--- src/rtl/lta_ram.sv ---
module lta_ram #(
  parameter int WIDTH = 8,
  parameter int DEPTH = 16
) (
  input  logic                                   clk,
  input  logic                                   we,
  input  logic [((DEPTH > 1) ? $clog2(DEPTH) : 1)-1:0] waddr,
  input  logic [WIDTH-1:0]                       wdata,
  input  logic                                   re,
  input  logic [((DEPTH > 1) ? $clog2(DEPTH) : 1)-1:0] raddr,
  output logic [WIDTH-1:0]                       rdata
);

  logic [WIDTH-1:0] mem [DEPTH];

  always_ff @(posedge clk) begin
    if (we) begin
      mem[waddr] <= wdata;
    end
    if (re) begin
      rdata <= mem[raddr];
    end
  end

endmodule

--- config.mk ---
export PLATFORM = sky130hd
export DESIGN_NAME = lta_ram
export DESIGN_NICKNAME = d
export VERILOG_FILES = /design/src/rtl/lta_ram.sv
export SDC_FILE = /design/constraint.sdc
export NUM_CORES = 1
export LEC_CHECK = 0
export BUFFER_PORTS_ARGS = -buffer_cell sky130_fd_sc_hd__buf_2
export CAP_MARGIN = 20
export CORE_ASPECT_RATIO = 0.7
export CORE_UTILIZATION = 35
export DETAILED_ROUTE_END_ITERATION = 10
export MAX_ROUTING_LAYER = met4
export PLACE_DENSITY = 0.59
export SLEW_MARGIN = 20
export SYNTH_ARGS = -nofsm -noshare
export SYNTH_HDL_FRONTEND = slang
export SYNTH_SLANG_ARGS = --single-unit
--- constraint.sdc ---
create_clock -name clk -period 3.45 [get_ports clk]
set_input_delay 0.5175 -clock clk [delete_from_list [all_inputs] [get_ports clk]]
set_output_delay 0.5175 -clock clk [all_outputs]
set_load 0.1 [all_outputs]
== After elaboration in Yosys (flattened, before gate mapping) ==
Memories as Yosys holds them, arrays and structs flattened. A register that Yosys moved wholly into a read port is not among the register bits.
Cells that the tools add are included.

* Memories kept: 1
* Output and inout bits: 8
* Register bits: 0
* RAM bits: 128
* Input port bits: 19

{| class="wikitable"
|+ Memories
! memory !! depth !! width !! read ports !! clocked after Yosys merged registers in !! wr ports !! RTL line !! text
|-
| mem || 16 || 8 || 1 || 1 || 1 || 14 || <nowiki>logic [WIDTH-1:0] mem [DEPTH];</nowiki>
|}

* Multiplexer cells: 2

{| class="wikitable"
|+ Operators with widths
! cell !! number
|-
| 2-to-1 mux 1 bit || 2
|}

== Longest topological paths before layout ==
* Word-level depth: 2
* Depth in mapped cells: 5

== Least setup slack after synthesis ==
Ideal clock, no wire load.

* Path kind: input port to flip-flop
* Start point: in waddr[2] in the netlist's numbering
* End point: mem mem[0][0], enable pin
* Stages on the path: 2
* Setup time: 383 ps
* Arrival time: 1627 ps
* Slack: 1440 ps
* Path buffers: 0
* Path through: or3b_2 -> nor3_1

{| class="wikitable"
|+ RTL lines
! item !! RTL line !! text
|-
| from (decl) || 7 || <nowiki>input logic [((DEPTH > 1) ? $clog2(DEPTH) : 1)-1:0] waddr,</nowiki>
|-
| to (decl) || 14 ||
|}

No word-level cell before the write port.

==> metrics.cfg <==
[sta]
min_period_ns = 1.95
whs_ns = 0.482
fin_ws_ns = 1.50
rsz0062_at_grt = false
tightest_slew_ns = 0.979
setup_tns_ns = 0
fmax_ghz = 0.513
final-setup-viol-count = 0
slew-limit-headroom = 0.345
clock_skew_ns = 0.0102
post-route-period-util = 0.564
slew_viol_final = 0
hold_viol_final = 0

[setup_path]
cpLargestDelayFamily = buffers and inverters
rr_startpoint = mem[9][3]
crit_chain = buf_2, buf_12, mux4_1, a22oi_1, nand2_1
cp_slowest_cell = mux4_1
critical-path-max-stage-delay_ns = 0.58
crit_arrival_ns = 2.09
r2r_cells = 3
crit_required_ns = 3.60
worstReg2RegEnd = rdata[3]
cp-end-kind = register
timing.reg2reg.setup_slack_ns = 1.96
critPathKind = primary input to register
crit_path_start_kind = primary input
cp_max_fo = 20
critPathBufInv = 2

[layout]
final_nets = 288
drive_gt1_frac = 0.280
n_antenna_cell = 0
nFillCells = 1248
fin_cells = 472
areaGrowthSynthToFinish_pct = 17.1

[synthesis]
syn_inst = 229
yosysSeqAreaShare = 0.781
synthTopCellsByArea = edfxtp_1 (78%), mux4_2 (7.8%), mux4_1 (7.0%), a22oi_1 (2.3%), nor2_1 (0.93%)
synth_edf_count = 136
synthMostInstantiatedCell = edfxtp_1
synth_top_area_share = 0.781
synthTopCellsByCount = edfxtp_1 (136), mux4_2 (18), a22oi_1 (16)
synth_flop_cell = edfxtp_1
syn_area_mm2 = 0.00523
ys_ff_latch = 136
synth_top_area_cell = edfxtp_1
async_reset_ff_frac = 0
ys_types = 18
synth_nets = 248
avgSynthCellArea_um2 = 22.8
synth_warnings = 0

[clock_network]
clkTransAtPathRegs_ns = 0.05
htreeDepth = 4
cts_setup_buffers = 0
cts_resized = 0
cts-root-buf = clkbuf_16
holdBufCountCts = 0
cts_tree = built
cts_max_path_buffers = 2
numCtsBuffers = 17
cts_sinks = 136
clock_latency_ns = 0.41

[routing]
drt-vias-per-instance = 5.05
ant_nets = 0
drt-total-wl_mm = 10.2
post-route-drc-count = 0
dr.first_iter.drc_count = 241
first_pass_iters = 6
vias = 2384
routedWlPerCell_um = 21.5

[hold_path]
worstHoldStart = wdata[7]
hold_path_end = mem[12][7]
hold_depth = 1
hold_path_class = primary input to register

[global_route]
grt_pass1_vias = 2500
antenna_found_initial = 0
grt_overflow = 0
grt_max_degree = 33
track_usage = 0.150
grt_pass1_wl_mm = 15.6

[flow_run]
cap_viol_max_count = 0

[placed_design]
gp_congestion = 0.722
dpl_worst_slack_ns = 1.04
hpwl_mm = 6.80
dp.cells = 440
port_buffers = 26

[floorplanning]
die_width_um = 148
initial_utilization = 0.367
num_rows = 36
die_h_um = 104
io_pins = 27
die_area_mm2 = 0.0154
coreArea_mm2 = 0.0142

[power_and_ir_drop]
power_density_mw_per_mm2 = 621
p_leak_nw = 2.01
ir_worst_vdd_mv = 0.392

[outcome]
outcome = finished, final reports clean

## logic make-up after synthesis
| group | Yosys count | synth area share |
|---|---|---|
| compound gates | 16 | 0.0230 |
| buf+inv | 10 | 0.0165 |
| flops | 136 | 0.781 |
| mux | 32 | 0.148 |
| simple gates | 35 | 0.0314 |
## layout make-up
type | count | area [um^2] | share of cell area
flip-flops and latches | 136 | 4080 | 0.667
multi-input cells | 83 | 1060 | 0.173
well taps | 190 | 238 | 0.0388
clock inverters | 13 | 131 | 0.0215
repair buffers | 31 | 180 | 0.0294
clock buffers | 19 | 433 | 0.0707
## cells in the final DEF, fill, tap and decap left out, types with 4 or more instances in the layout
cell,n
clkbuf_16,17
clkinvlp_4,4
a22oi_1,16
buf_4,4
clkinv_2,4
buf_2,26
nor2_1,13
mux4_2,18
nand2_1,9
nor3_1,4
edfxtp_1,136
mux4_1,14
## worst max-delay path by stage
stage / from / to / depth (start not counted)
floorplan: waddr[2] / mem[0][0] / 2
global placement: raddr[0] / rdata[4] / 5
detailed placement: raddr[0] / rdata[4] / 5
CTS: raddr[0] / rdata[4] / 5
global route: raddr[0] / rdata[4] / 5
finish: raddr[0] / rdata[4] / 5
## registers in the layout, summed over array words and instances, names as in the netlist
name   count
mem      128
rdata      8
## stage by stage
| step | total power [W] | util | cell area [um^2] |
|---|---|---|---|
| after detailed placement | 0.00213 | 0.391 | 5560 |
| after floorplan | 0.00206 | - | 5230 |
| after global placement | 0.00213 | 0.391 | 5560 |
| final | 0.00380 | 0.430 | 6120 |
| after CTS | 0.00383 | 0.430 | 6120 |
| after global routing | 0.00392 | 0.430 | 6120 |
## metal layers
layer	up-vias	wire length, um	track usage
met4	0	66	0.0523
li1	1062	-	-
met3	9	910	0.0443
met1	1217	4950	0.226
met5	-	0	-
met2	96	4240	0.189
## power breakdown
group	switching, W	leakage, nW	internal (W)
combinational	0.000150	0.504	0.0000672
sequential	0.0000121	1.24	0.00186
clock	0.000654	0.266	0.00106
Power figures use the tool's default switching activity.
